$ cat config.mk
export PLATFORM = sky130hd
export DESIGN_NAME = mfde_fifo
export DESIGN_NICKNAME = d
export VERILOG_FILES = /design/src/rtl/mfde_fifo.sv
export SDC_FILE = /design/constraint.sdc
export NUM_CORES = 1
export LEC_CHECK = 0
export ABC_AREA = 0
export ABC_CLOCK_PERIOD_IN_PS = 4700
export BUFFER_PORTS_ARGS = -buffer_cell sky130_fd_sc_hd__buf_2
export CAP_MARGIN = 15
export CORE_ASPECT_RATIO = 1.1
export CORE_MARGIN = 2
export CORE_UTILIZATION = 34
export CTS_CLUSTER_SIZE = 25
export DETAILED_ROUTE_END_ITERATION = 16
export GPL_TIMING_DRIVEN = 0
export RECOVER_POWER = 50
export SETUP_SLACK_MARGIN = 0.3
export SYNTH_ARGS = -nofsm -noshare
export SYNTH_HDL_FRONTEND = slang
export SYNTH_SLANG_ARGS = --single-unit
$ cat constraint.sdc
create_clock -name clk -period 4.7 [get_ports clk]
set_clock_uncertainty 0.2 [all_clocks]
set_input_delay 0.94 -clock clk [delete_from_list [all_inputs] [get_ports clk]]
set_output_delay 0.94 -clock clk [all_outputs]
set_load 0.01 [all_outputs]
$ cat src/rtl/mfde_fifo.sv
// Two-entry register queue used between front and back and on the result side.
// Depends on nothing but its WIDTH parameter.
`default_nettype none

module mfde_fifo #(
	parameter int WIDTH = 8
) (
	input  wire logic             clk,
	input  wire logic             arst_n,
	input  wire logic             wr,
	input  wire logic [WIDTH-1:0] wdata,
	output logic                  full,
	input  wire logic             rd,
	output logic [WIDTH-1:0]      rdata,
	output logic                  empty
);

	logic [WIDTH-1:0] buf_q [2];
	logic             wp_q, rp_q;
	logic [1:0]       cnt_q;
	logic             do_wr, do_rd;

	assign full  = (cnt_q == 2'd2);
	assign empty = (cnt_q == 2'd0);
	assign rdata = buf_q[rp_q];
	assign do_wr = wr && !full;
	assign do_rd = rd && !empty;

	always_ff @(posedge clk or negedge arst_n) begin
		if (!arst_n) begin
			wp_q  <= 1'b0;
			rp_q  <= 1'b0;
			cnt_q <= 2'd0;
		end else begin
			if (do_wr) wp_q <= ~wp_q;
			if (do_rd) rp_q <= ~rp_q;
			if (do_wr && !do_rd) cnt_q <= cnt_q + 2'd1;
			else if (do_rd && !do_wr) cnt_q <= cnt_q - 2'd1;
		end
	end

	always_ff @(posedge clk) begin
		if (do_wr) buf_q[wp_q] <= wdata;
	end

endmodule

`default_nettype wire

==> results.yml <==
outcome:
  outcome: "completed"
sta:
  hold_viol: 0
  finalCriticalPeriod_ns: 2.481
  slew_headroom_pct: 53.11
  slew_viol_final: 0
  setup_viol: 0
  finalSetupTns_ns: 0
  fmax_ghz: 0.4031
  rsz0062_at_grt: "false"
  hold_slack_ns: 0.2685
  tightest_slew_ns: 0.7007
  finalCritPeriodShare_pct: 52.78
drt:
  first_iter_violations: 2
  wirelength_um: 1083
  first_pass_iters: 2
  post-route-drc-count: 0
  via_count: 415
  wl_per_cell_um: 10.94
  ant_nets: 0
  viasPerCell: 4.192
placement:
  post-dp-hpwl_um: 782.9
  dpl-instance-area_um2: 924.6
  portBuffers: 21
  dp_cells: 95
  gp_congestion: 0.6245
global_route:
  antenna_found_initial: 0
  grt_pass1_vias: 421
  grt_pass1_wl_um: 1828
  grt_start_max_net_pins: 12
  gr-total-overflow: 0
  grt_usage_pct: 9.781
critical_path:
  required_ns: 3.56
  cp-end-kind: "output port"
  cp.arrival_ns: 1.34
  worst_r2r_path_depth: 3
  crit_start: "rp_q"
  r2r-end: "buf_q[0][0]"
  r2r_slack_ns: 2.85
  path_max_fanout: 9
  critPathKind: "reg -> out"
  timing.rr.start: "cnt_q[0]"
  worstSetupEndpoint: "rdata[7]"
  cp-start-kind: "flip-flop"
clock_network:
  ctsHtreeMaxLevel: 1
  cts_buffer_depth: 2
  post-cts-setup-buffer-count: 0
  worstSkewPairLatency_ns: 0.29
  clk_pin_slew_ns: 0.10
  numCtsBuffers: 3
  cts-root-buf: "clkbuf_4"
  holdBufCountCts: 0
  cts_tree: "yes"
  cts.repair.resized: 0
  cts_num_sinks: 20
yosys:
  synth_nets: 57
  netlist_instances: 44
  synth_area_um2: 782.0
  yosysWarnings: 0
  avgSynthCellArea_um2: 17.77
  synth_compound_area_share_pct: 0.6400
  yosys.area_share.simple_pct: 3.840
  synthXorXnorAreaFrac_pct: 6.560
  ys_ff_latch: 20
  synthMuxAreaShare_pct: 11.52
  ys_seq_area_share_pct: 74.24
  synthDistinctLibCells: 15
  synth_top_family_by_area: "multiplexers"
  synth_fa_ha_area_share_pct: 1.600
  yosys.area.top_type: "edfxtp_1"
  synth.top_cell.area_share_pct: 61.44
  ys_top_cells_by_area: "edfxtp_1, dfrtp_1, mux2_1, mux2_2, xnor2_1"
layout:
  synthToLayoutAreaGrowth_pct: 20.80
  num_antenna_cells: 0
  mostFrequentLayoutCell: "buf_2"
  final_cell_count_no_fill: 99
  stdcell_area_um2: 944.7
  layout-drive-gt1-share_pct: 36.23
  nets: 83
  multiInputGateArea_um2: 186.4
  fillers: 237
  mostFrequentLayoutCells: "buf_2, edfxtp_1, mux2_1, dfrtp_1"
  seq_area_um2: 580.6
die:
  io_pins: 22
  start_util_pct: 35.43
  core_mm2: 0.002207
  fp.dieH_um: 54.30
  die_w_um: 49.73
  die_area_mm2: 0.002700
  rows: 18
power_and_ir_drop:
  power.leakage_nw: 0.3848
  total_power_w: 0.0005438
  ir_drop_v: 0.0003169
  power_density_mw_per_mm2: 575.7
job:
  maxCapViolations: 0
hold_path:
  holdCritPathClass: "in -> async"
-- where the power goes --
group / total [W] / internal (W) / switching (W)
logic: 0.000194 / 0.0000928 / 0.000101
clock network: 0.0000796 / 0.0000330 / 0.0000466
registers: 0.000270 / 0.000248 / 0.0000223
total: 0.000544 / 0.000373 / 0.000170
-- through the flow --
stage | util, % | worst slack (ns)
after floorplan | - | 2.696
after global placement | 41.89 | 2.445
after detailed placement | 41.89 | 2.444
after CTS | 43.08 | 2.192
after global routing | 42.80 | 2.111
final | 42.80 | 2.219
-- cell usage after synthesis --
cell type and n:
xnor2_2 1, and3_1 1, inv_1 2, ha_1 1, nor2_1 3, nand2b_1 1
o21ai_1 1, dfrtp_1 4, xnor2_1 2, xor2_1 2, mux2_2 2, mux2_1 6
buf_2 1, nand2_2 1, edfxtp_1 16
-- flip-flops by register name, indices dropped and copies added (netlist names) --
register,flops
buf_q,16
cnt_q,2
rp_q,1
wp_q,1
-- final cells by class --
class                           instances  area share (%)
Sequential cell                        20           61.46
Multi-Input combinational cell         21           19.74
Timing Repair Buffer                   21           10.73
Tap cell                               30           3.974
Clock buffer                            4           2.781
Inverter                                2          0.7947
Buffer                                  1          0.5298
-- cells by family after synthesis --
logic type               Yosys count
AO/OA/AOI/OAI                      1
XOR/XNOR                           5
adder cells (fa/ha/maj)            1
buffers and inverters              3
flip-flops                        20
multiplexers                       8
AND/OR/NAND/NOR                    6
-- critical path: stages (launching register included) --
cell and delay (ns):
dfrtp_1 0.33, buf_2 0.23, mux2_2 0.36, buf_2 0.14
-- how the worst min path moves through the flow --
| stage | end | slack (ns) | cells past startpoint |
|---|---|---|---|
| global route | wp_q | 0.26 | 1 |
| detailed placement | wp_q | 0.30 | 1 |
| global placement | cnt_q[1] | 0.30 | 1 |
| finish | wp_q | 0.27 | 1 |
| floorplan | cnt_q[1] | 0.28 | 1 |
| CTS | wp_q | 0.23 | 1 |
-- per-layer routing --
layer,global-route usage (%),routed length (µm),vias up
met4,6.944,0,0
met2,14.44,496,16
met1,12.54,508,192
met5,0,0,-
met3,2.732,78,0
li1,-,-,207
No activity file was read; power rests on OpenSTA's default activity.
