## src/rtl/mfde_pkg.sv

```systemverilog
// Shared types and codes for the monochrome frame store draw engine.
// No dependencies; imported by the front end, the back end and the top unit.
`default_nettype none

package mfde_pkg;

	localparam int CMD_W   = 4;
	localparam int COORD_W = 9;
	localparam int BADDR_W = 10;
	localparam int DATA_W  = 8;
	localparam int CRD_W   = 8;

	localparam logic [CMD_W-1:0] CMD_SET     = 4'd0;
	localparam logic [CMD_W-1:0] CMD_CLR     = 4'd1;
	localparam logic [CMD_W-1:0] CMD_INV     = 4'd2;
	localparam logic [CMD_W-1:0] CMD_FILL    = 4'd3;
	localparam logic [CMD_W-1:0] CMD_OUTLINE = 4'd4;
	localparam logic [CMD_W-1:0] CMD_CLRALL  = 4'd5;
	localparam logic [CMD_W-1:0] CMD_WRITE   = 4'd6;
	localparam logic [CMD_W-1:0] CMD_READ    = 4'd7;
	localparam logic [CMD_W-1:0] CMD_SHUP    = 4'd8;
	localparam logic [CMD_W-1:0] CMD_SHDN    = 4'd9;

	localparam logic [2:0] JOB_NONE   = 3'd0;
	localparam logic [2:0] JOB_RECT   = 3'd1;
	localparam logic [2:0] JOB_CLRALL = 3'd2;
	localparam logic [2:0] JOB_WRITE  = 3'd3;
	localparam logic [2:0] JOB_READ   = 3'd4;
	localparam logic [2:0] JOB_SHUP   = 3'd5;
	localparam logic [2:0] JOB_SHDN   = 3'd6;

	localparam logic [1:0] MODE_CLR = 2'd0;
	localparam logic [1:0] MODE_SET = 2'd1;
	localparam logic [1:0] MODE_TOG = 2'd2;

	typedef struct packed {
		logic [2:0]         op;
		logic [1:0]         mode;
		logic               last;
		logic               rej;
		logic [CRD_W-1:0]   xs;
		logic [CRD_W-1:0]   xe;
		logic [CRD_W-1:0]   ys;
		logic [CRD_W-1:0]   ye;
		logic [BADDR_W-1:0] addr;
		logic [DATA_W-1:0]  data;
	} job_t;

	typedef struct packed {
		logic [DATA_W-1:0] read_data;
		logic              rejected;
	} res_t;

endpackage

`default_nettype wire

```

## src/rtl/mfde_front.sv

```systemverilog
// Front end: takes commands, classifies them and splits them into clipped jobs.
// Uses mfde_pkg for command codes and the job record.
`default_nettype none

module mfde_front
	import mfde_pkg::*;
#(
	parameter int SCREEN_WIDTH  = 128,
	parameter int SCREEN_HEIGHT = 64
) (
	input  wire logic                      clk,
	input  wire logic                      arst_n,
	input  wire logic                      init_busy,
	input  wire logic                      push,
	input  wire logic [CMD_W-1:0]          command,
	input  wire logic signed [COORD_W-1:0] x_start,
	input  wire logic signed [COORD_W-1:0] y_start,
	input  wire logic signed [COORD_W-1:0] x_end,
	input  wire logic signed [COORD_W-1:0] y_end,
	input  wire logic                      fill_value,
	input  wire logic [BADDR_W-1:0]        byte_address,
	input  wire logic [DATA_W-1:0]         byte_data,
	output logic                           full,
	output logic                           job_push,
	output job_t                           job,
	input  wire logic                      job_full
);

	localparam logic signed [10:0] XMAX = 11'(SCREEN_WIDTH - 1);
	localparam logic signed [10:0] YMAX = 11'(SCREEN_HEIGHT - 1);

	logic                      hold_q;
	logic [1:0]                jcnt_q;
	logic [CMD_W-1:0]          cmd_q;
	logic signed [COORD_W-1:0] x1_q, y1_q, x2_q, y2_q;
	logic                      fill_q;
	logic [BADDR_W-1:0]        addr_q;
	logic [DATA_W-1:0]         data_q;

	logic signed [10:0] sx1, sy1, sx2, sy2;
	logic signed [10:0] ax0, ax1, ay0, ay1;
	logic signed [10:0] cx0, cx1, cy0, cy1;
	logic [2:0]         op_c;
	logic [1:0]         mode_c;
	logic               rej_c, last_c, emit_last, accept;

	assign sx1 = {{2{x1_q[COORD_W-1]}}, x1_q};
	assign sy1 = {{2{y1_q[COORD_W-1]}}, y1_q};
	assign sx2 = {{2{x2_q[COORD_W-1]}}, x2_q};
	assign sy2 = {{2{y2_q[COORD_W-1]}}, y2_q};

	always_comb begin
		ax0    = sx1;
		ax1    = sx2;
		ay0    = sy1;
		ay1    = sy2;
		op_c   = JOB_RECT;
		mode_c = MODE_SET;
		rej_c  = 1'b0;
		last_c = 1'b1;
		case (cmd_q)
			CMD_SET: begin
				ax1 = sx1;
				ay1 = sy1;
			end
			CMD_CLR: begin
				ax1    = sx1;
				ay1    = sy1;
				mode_c = MODE_CLR;
			end
			CMD_INV: begin
				mode_c = MODE_TOG;
				rej_c  = (sx1 < 0) || (sy1 < 0) || (sx2 < 0) || (sy2 < 0) ||
					(sx1 > XMAX) || (sy1 > YMAX) || (sx2 > XMAX) || (sy2 > YMAX);
				if (rej_c) op_c = JOB_NONE;
			end
			CMD_FILL: mode_c = fill_q ? MODE_SET : MODE_CLR;
			CMD_OUTLINE: begin
				last_c = (jcnt_q == 2'd3);
				case (jcnt_q)
					2'd0: ay1 = sy1;
					2'd1: ay0 = sy2;
					2'd2: begin
						ax1 = sx1;
						ay0 = sy1 + 11'sd1;
						ay1 = sy2 - 11'sd1;
					end
					default: begin
						ax0 = sx2;
						ay0 = sy1 + 11'sd1;
						ay1 = sy2 - 11'sd1;
					end
				endcase
			end
			CMD_CLRALL: op_c = JOB_CLRALL;
			CMD_WRITE:  op_c = JOB_WRITE;
			CMD_READ:   op_c = JOB_READ;
			CMD_SHUP:   op_c = JOB_SHUP;
			CMD_SHDN:   op_c = JOB_SHDN;
			default:    op_c = JOB_NONE;
		endcase
		// clip to the screen; an empty rectangle does nothing
		cx0 = (ax0 < 0) ? 11'sd0 : ax0;
		cx1 = (ax1 > XMAX) ? XMAX : ax1;
		cy0 = (ay0 < 0) ? 11'sd0 : ay0;
		cy1 = (ay1 > YMAX) ? YMAX : ay1;
		if (op_c == JOB_RECT && ((cx0 > cx1) || (cy0 > cy1))) op_c = JOB_NONE;
	end

	always_comb begin
		job.op   = op_c;
		job.mode = mode_c;
		job.last = last_c;
		job.rej  = rej_c;
		job.xs   = cx0[CRD_W-1:0];
		job.xe   = cx1[CRD_W-1:0];
		job.ys   = cy0[CRD_W-1:0];
		job.ye   = cy1[CRD_W-1:0];
		job.addr = addr_q;
		job.data = data_q;
	end

	assign job_push  = hold_q;
	assign emit_last = hold_q && last_c && !job_full;
	assign full      = init_busy || (hold_q && !emit_last);
	assign accept    = push && !full;

	always_ff @(posedge clk or negedge arst_n) begin
		if (!arst_n) begin
			hold_q <= 1'b0;
			jcnt_q <= 2'd0;
		end else if (accept) begin
			hold_q <= 1'b1;
			jcnt_q <= 2'd0;
		end else if (hold_q && !job_full) begin
			if (last_c) hold_q <= 1'b0;
			else jcnt_q <= jcnt_q + 2'd1;
		end
	end

	always_ff @(posedge clk) begin
		if (accept) begin
			cmd_q  <= command;
			x1_q   <= x_start;
			y1_q   <= y_start;
			x2_q   <= x_end;
			y2_q   <= y_end;
			fill_q <= fill_value;
			addr_q <= byte_address;
			data_q <= byte_data;
		end
	end

endmodule

`default_nettype wire

```

## config.mk

```make
export PLATFORM = sky130hd
export DESIGN_NAME = mfde_front
export DESIGN_NICKNAME = d
export VERILOG_FILES = /design/src/rtl/mfde_pkg.sv /design/src/rtl/mfde_front.sv
export SDC_FILE = /design/constraint.sdc
export NUM_CORES = 1
export LEC_CHECK = 0
export BUFFER_PORTS_ARGS = -buffer_cell sky130_fd_sc_hd__buf_4
export CAP_MARGIN = 0
export CORE_MARGIN = 4
export CORE_UTILIZATION = 47
export DETAILED_ROUTE_END_ITERATION = 8
export PLACE_DENSITY = 0.87
export SYNTH_ARGS = -nofsm -noshare
export SYNTH_HDL_FRONTEND = slang
export SYNTH_SLANG_ARGS = --single-unit
```

## constraint.sdc

```tcl
create_clock -name clk -period 4.23 [get_ports clk]
set_input_delay 0.6345 -clock clk [delete_from_list [all_inputs] [get_ports clk]]
set_output_delay 0.6345 -clock clk [all_outputs]
set_load 0.01 [all_outputs]
```

==> out/results.tsv, run 1 <==
metric	value	unit
outcome	complete, but fails checks	
violations	setup timing	
power.density	266	nW/µm²
cts_max_path_buffers	2	
vias	3839	
setup_violations	1	
power.internal	1.15	mW
avgViaCountPerCell	5.69	
clock.fmax	217	MHz
clk_transition_reported_paths	0.06	ns
clkPwrFrac	30.7	%
gr-usage-met2	38.6	%
rrSetupSlack	1.68	ns
synth_area	3950	µm²
dp_hpwl	9120	µm
crit_type	flip-flop to output port	
syn_nets	476	
area_delta_synth_final	47.1	%
top_usage_layer	met2	
die_h	99.6	µm
cap_violations	0	
ir_drop	0.349	mV
use_met1	31.3	%
pre_cts_ws	-0.175	ns
fin_ws	-0.376	ns
critPathMaxFanout	8	
avgSynthCellArea	10.2	µm²
coreArea	8180	µm²
num_antenna_cells	0	
drtAntennaViolNets	0	
numCtsBuffers	9	
dpl_cell_area	5290	µm²
required	3.60	ns
initial_core_util	48.3	%
synth_cells	387	
gp_congestion	0.938	
grt_pass1_wl	18700	µm
power.share.sequential	47.0	%
drt_iter0_markers	294	
portBuffers	122	
grt_pass1_vias	3891	
regToRegEndpoint	data_q[5]	
clock_latency	0.33	ns
yosysWarnings	0	
yosys.cell_types.count	68	
synth_top_area_share	44.9	%
comb_power_share	22.4	%
wl_per_cell	17.4	µm
worst_setup_path_start_kind	flip-flop	
grt_max_degree	43	
slew_headroom	61.4	%
switching_share	25.6	%
maxSlewViolCount	0	
cts_sinks	62	
ios	123	
drive_gt1_share	45.4	%
cellLeakagePower	2.39	nW
hold_path_class	input port to asynchronous set/reset pin	
ys.flop_type	edfxtp_1	
r2r-start	cmd_q[2]	
synth_commonest_cells	edfxtp_1, nor2_1, nand2_1, ha_1, a21oi_1	
antenna_found_initial	0	
fin_nets	655	
rr_worst_depth	7	
synth_top_area_cell	edfxtp_1	
hold_viol_final	0	
cts-root-buf	clkbuf_8	
netSwitchingPower	0.395	mW
min_period	4.61	ns
synth_area_leaders	edfxtp_1, ha_1, a21oi_1	
die_area	9920	µm²
synth-seq-area-share	46.8	%
rsz0062_at_grt	yes	
synth_enable_flop_cells	59	
fin_util	71.0	%
fp.dieW	99.6	µm
rows	33	
worstPathArrival	3.97	ns
synth_seq_cells	62	
end_kind	output port	
post-route-drc-count	0	
htreeDepth	3	
yosysMostFrequentCell	edfxtp_1	
skew	0.00544	ns
dr.pass1.iters	5	
ys_async_sr_fraction	4.84	%
overflow	0	
finalInstanceArea	5800	µm²
cts_tree	built	
tightest_slew	0.574	ns
use_met3	4.07	%
min_period_over_period	109	%
wirelength	11800	µm
grtUsageTotal	23.6	%
==> placed cells by master (no fill, tap or decap), types with 6 or more instances in the layout <==
cell        n
buf_4     187
edfxtp_1   59
nand2_1    28
nor2_1     24
ha_1       19
nand3_1    18
a21oi_1    18
o21ai_0    17
nand2b_1   14
inv_1      10
clkbuf_8    9
a22oi_1     8
mux2i_1     7
nor3_2      6
nand4_1     6
and2_1      6
or3_1       6
nor3_1      6
==> sequential cells by signal, summed over array words and instances (netlist names) <==
| register | flops |
|---|---|
| addr_q | 10 |
| x1_q | 9 |
| x2_q | 9 |
| y1_q | 9 |
| y2_q | 9 |
| data_q | 8 |
| cmd_q | 4 |
| jcnt_q | 2 |
| fill_q | 1 |
| job_push | 1 |
==> logic make-up after synthesis <==
| group | Yosys count | synth area share (%) |
|---|---|---|
| AND/OR/NAND/NOR | 156 | 21.1 |
| AO/OA/AOI/OAI | 98 | 16.7 |
| flip-flops | 62 | 46.8 |
| buffers and inverters | 34 | 4.44 |
| adder cells (fa/ha/maj) | 25 | 7.93 |
| multiplexers | 9 | 2.35 |
| XOR/XNOR | 3 | 0.666 |
==> worst max-delay path, cell delays in order, from the launching register on <==
cell	delay (ns)
edfxtp_1	0.39
or3_4	0.43
buf_4	0.16
o31a_1	0.29
nor3_2	0.16
or2b_1	0.17
a31oi_4	0.12
a311o_1	0.38
ha_2	0.17
nand3b_1	0.17
a211oi_2	0.25
a2111oi_2	0.07
o211ai_1	0.22
buf_4	0.15
a21oi_2	0.02
or3_1	0.36
buf_6	0.13
==> how the worst max path moves through the flow <==
| stage | start | to |
|---|---|---|
| 6_report | y2_q[4] | job[54] |
| 2_1_floorplan | cmd_q[3] | job[54] |
| 5_1_grt | y2_q[1] | job[54] |
| 3_3_place_gp | cmd_q[3] | job[54] |
| 3_5_place_dp | y2_q[3] | job[54] |
| 4_1_cts | y2_q[3] | job[54] |
==> stage by stage <==
step,std cells,TNS [ns],power (mW),hold slack [ns]
finish,675,-0.376,1.54,0.0842
floorplan,387,0,0.885,0.339
global route,675,-0.588,1.61,0.0774
global placement,648,-0.0751,1.04,0.425
detailed placement,648,-0.175,1.05,0.427
CTS,668,-0.311,1.54,0.0715
==> power by group through the flow <==
stage                     registers [mW]  logic (mW)  clock network, mW
after global placement             0.736       0.302                  0
after global routing               0.728       0.377              0.503
after detailed placement           0.737       0.309                  0
after floorplan                    0.740       0.145                  0
after CTS                          0.725       0.329              0.482
final                              0.726       0.345              0.473
==> layout make-up <==
cell class	count	area [µm²]
Fill cell	590	2370
Multi-Input combinational cell	291	2160
Sequential cell	62	1850
Timing Repair Buffer	190	1440
Tap cell	105	131
Clock buffer	10	128
Clock inverter	5	51.3
Inverter	12	45.0
==> metal layers <==
metal | vias to the layer above | wire (µm)
met3 | 27 | 798
li1 | 1824 | -
met2 | 168 | 5740
met5 | - | 0
met4 | 0 | 247
met1 | 1820 | 4970
==> repair_timing <==
action                                  4_1_cts  5_1_grt
hold buffers                                  0        0
pin swaps                                     9       20
setup buffers                                 5        7
endpoints found under the setup margin        1        1
cloned                                        0        0
gates resized for setup                      33       22
No activity file was read; power rests on OpenSTA's default activity.
==> run 2: changes to the inputs <==
--- a/config.mk
+++ b/config.mk
@@ -5,12 +5,13 @@
 export SDC_FILE = /design/constraint.sdc
 export NUM_CORES = 1
 export LEC_CHECK = 0
-export BUFFER_PORTS_ARGS = -buffer_cell sky130_fd_sc_hd__buf_4
+export BUFFER_PORTS_ARGS = -buffer_cell sky130_fd_sc_hd__clkbuf_2
 export CAP_MARGIN = 0
 export CORE_MARGIN = 4
 export CORE_UTILIZATION = 47
 export DETAILED_ROUTE_END_ITERATION = 8
 export PLACE_DENSITY = 0.87
+export SETUP_SLACK_MARGIN = 0.02
 export SYNTH_ARGS = -nofsm -noshare
 export SYNTH_HDL_FRONTEND = slang
 export SYNTH_SLANG_ARGS = --single-unit
==> out/results.tsv, run 2 (synthesis results as in run 1) <==
metric	value	unit	change
slew_headroom	51.2	%	-10 points
dp_hpwl	9070	µm	-0.49%
total_power	1.52	mW	-1.6%
fin_util	66.3	%	-4.7 points
antenna_found_initial	0		unchanged
grt_pass1_wl	18300	µm	-2.4%
fin_nets	657		+0.31%
drive_gt1_share	43.8	%	-1.6 points
min_period	4.64	ns	+0.0318 ns
n_fill_cell	643		+9.0%
cts-root-buf	clkbuf_8		
post-route-drc-count	0		unchanged
ir_drop	0.392	mV	+12%
final_cell_mix	clkbuf_2, buf_4, edfxtp_1, nand2_1, nor2_1		
route.met3.wl	722	µm	-9.5%
pre_cts_ws	-0.143	ns	+0.0317 ns
initial_core_util	48.3	%	unchanged
grtUsageTotal	23.0	%	-0.57 points
end_kind	output port		
min_period_over_period	110	%	+0.75 points
htreeDepth	3		unchanged
wl_met1	4940	µm	-0.58%
fp.dieW	99.6	µm	unchanged
coreArea	8180	µm²	unchanged
power.density	280	nW/µm²	+5.3%
crit_end	job[54]		
grt_max_degree	62		+44%
rows	33		unchanged
largest_register_ffs	10		unchanged
numCtsBuffers	9		unchanged
setup_violations	1		unchanged
top_register	addr_q		
worst_setup_path_start_kind	flip-flop		
drtAntennaViolNets	0		unchanged
rrSetupSlack	2.03	ns	+0.35 ns
wl_met2	5640	µm	-1.7%
cellLeakagePower	2.29	nW	-4.2%
area_delta_synth_final	37.5	%	
register_area	1850	µm²	about the same
avgViaCountPerCell	5.52		-2.9%
cts_sinks	62		unchanged
overflow	0		unchanged
rr_worst_depth	7		unchanged
worstPathArrival	4.00	ns	+0.03 ns
top_layer	met4		
cap_violations	0		unchanged
wl_per_cell	17.0	µm	-2.5%
drt_iter0_markers	287		-2.4%
skew	0.00719	ns	+0.00175 ns
portBuffers	122		unchanged
maxSlewViolCount	0		unchanged
clock.fmax	216	MHz	-0.68%
rsz0062_at_grt	yes		
ios	123		unchanged
clk_transition_reported_paths	0.06	ns	about the same
vias	3744		-2.5%
fin_tns_setup	-0.407	ns	-0.0318 ns
tightest_slew	0.733	ns	+0.159 ns
cts_hold_buf	0		unchanged
multiInputGateArea	2070	µm²	-4.5%
die_h	99.6	µm	unchanged
num_antenna_cells	0		unchanged
crit_start	y2_q[3]		
fin_ws	-0.407	ns	-0.0318 ns
hold_path_class	input port to asynchronous set/reset pin		
clock_latency	0.32	ns	about the same
crit_type	flip-flop to output port		
hold_viol_final	0		unchanged
dr.pass1.iters	5		unchanged
outcome	complete, but fails checks		
regToRegEndpoint	fill_q		
required	3.60	ns	about the same
die_area	9920	µm²	unchanged
cts_max_path_buffers	2		unchanged
critPathMaxFanout	5		-3
cts_tree	built		
wirelength	11500	µm	-2.0%
grt_pass1_vias	3721		-4.4%
gp_congestion	0.900		-4.0%
r2r-start	jcnt_q[0]		
violations	setup timing		
layout_commonest_cell	clkbuf_2		
[run 2: what timing repair did]
action	in CTS	in global routing
setup buffers	4	1
pin swaps	7	6
hold endpoints to repair	0	0
setup endpoints to repair	1	1
gates resized for setup	13	21
[run 2: worst min-delay path by stage]
stage | slack, ns | cells past startpoint | start | to
2_1_floorplan | 0.34 | 0 | arst_n | jcnt_q[0]
3_3_place_gp | 0.43 | 1 | arst_n | job_push
3_5_place_dp | 0.44 | 1 | arst_n | job_push
4_1_cts | 0.08 | 1 | arst_n | job_push
5_1_grt | 0.09 | 1 | arst_n | jcnt_q[1]
6_report | 0.10 | 1 | arst_n | job_push
[run 2: cell type report]
class                      instances  share of cell area (%)
inverter                          12                   0.831
clock buffer                      10                    2.35
timing repair buffer             192                    21.0
multi-input combinational        291                    38.1
tap                              105                    2.42
sequential                        62                    34.1
clock inverter                     6                    1.15
[run 2: where the power goes]
part / internal [mW] / switching [mW]
Combinational: 0.146 / 0.162
Sequential: 0.706 / 0.0200
Clock: 0.270 / 0.216
[run 2: through the flow]
stage	hold WS (ns)	std cells	area (µm²)
floorplan	0.339	387	3950
global placement	0.434	657	5050
detailed placement	0.438	657	5050
CTS	0.0836	677	5320
global route	0.0914	678	5420
finish	0.100	678	5420
[run 2: critical path, cell delays in order, from the launching register on]
cell and delay (ns):
edfxtp_1 0.41, or3_4 0.44, nor3_2 0.19, xor2_1 0.09, a222oi_1 0.31, buf_4 0.18
a31oi_1 0.09, buf_4 0.15, a311o_1 0.33, ha_1 0.20, nand3b_1 0.17, a211oi_2 0.19
a2111oi_1 0.07, o211ai_1 0.20, buf_4 0.14, a21oi_1 0.03, or3_1 0.36, clkbuf_2 0.13
[run 2: layer usage]
layer | global-route usage [%] | vias to the layer above
li1 | - | 1828
met3 | 3.58 | 20
met4 | 7.88 | 0
met1 | 30.9 | 1751
met5 | 0 | -
met2 | 38.0 | 145
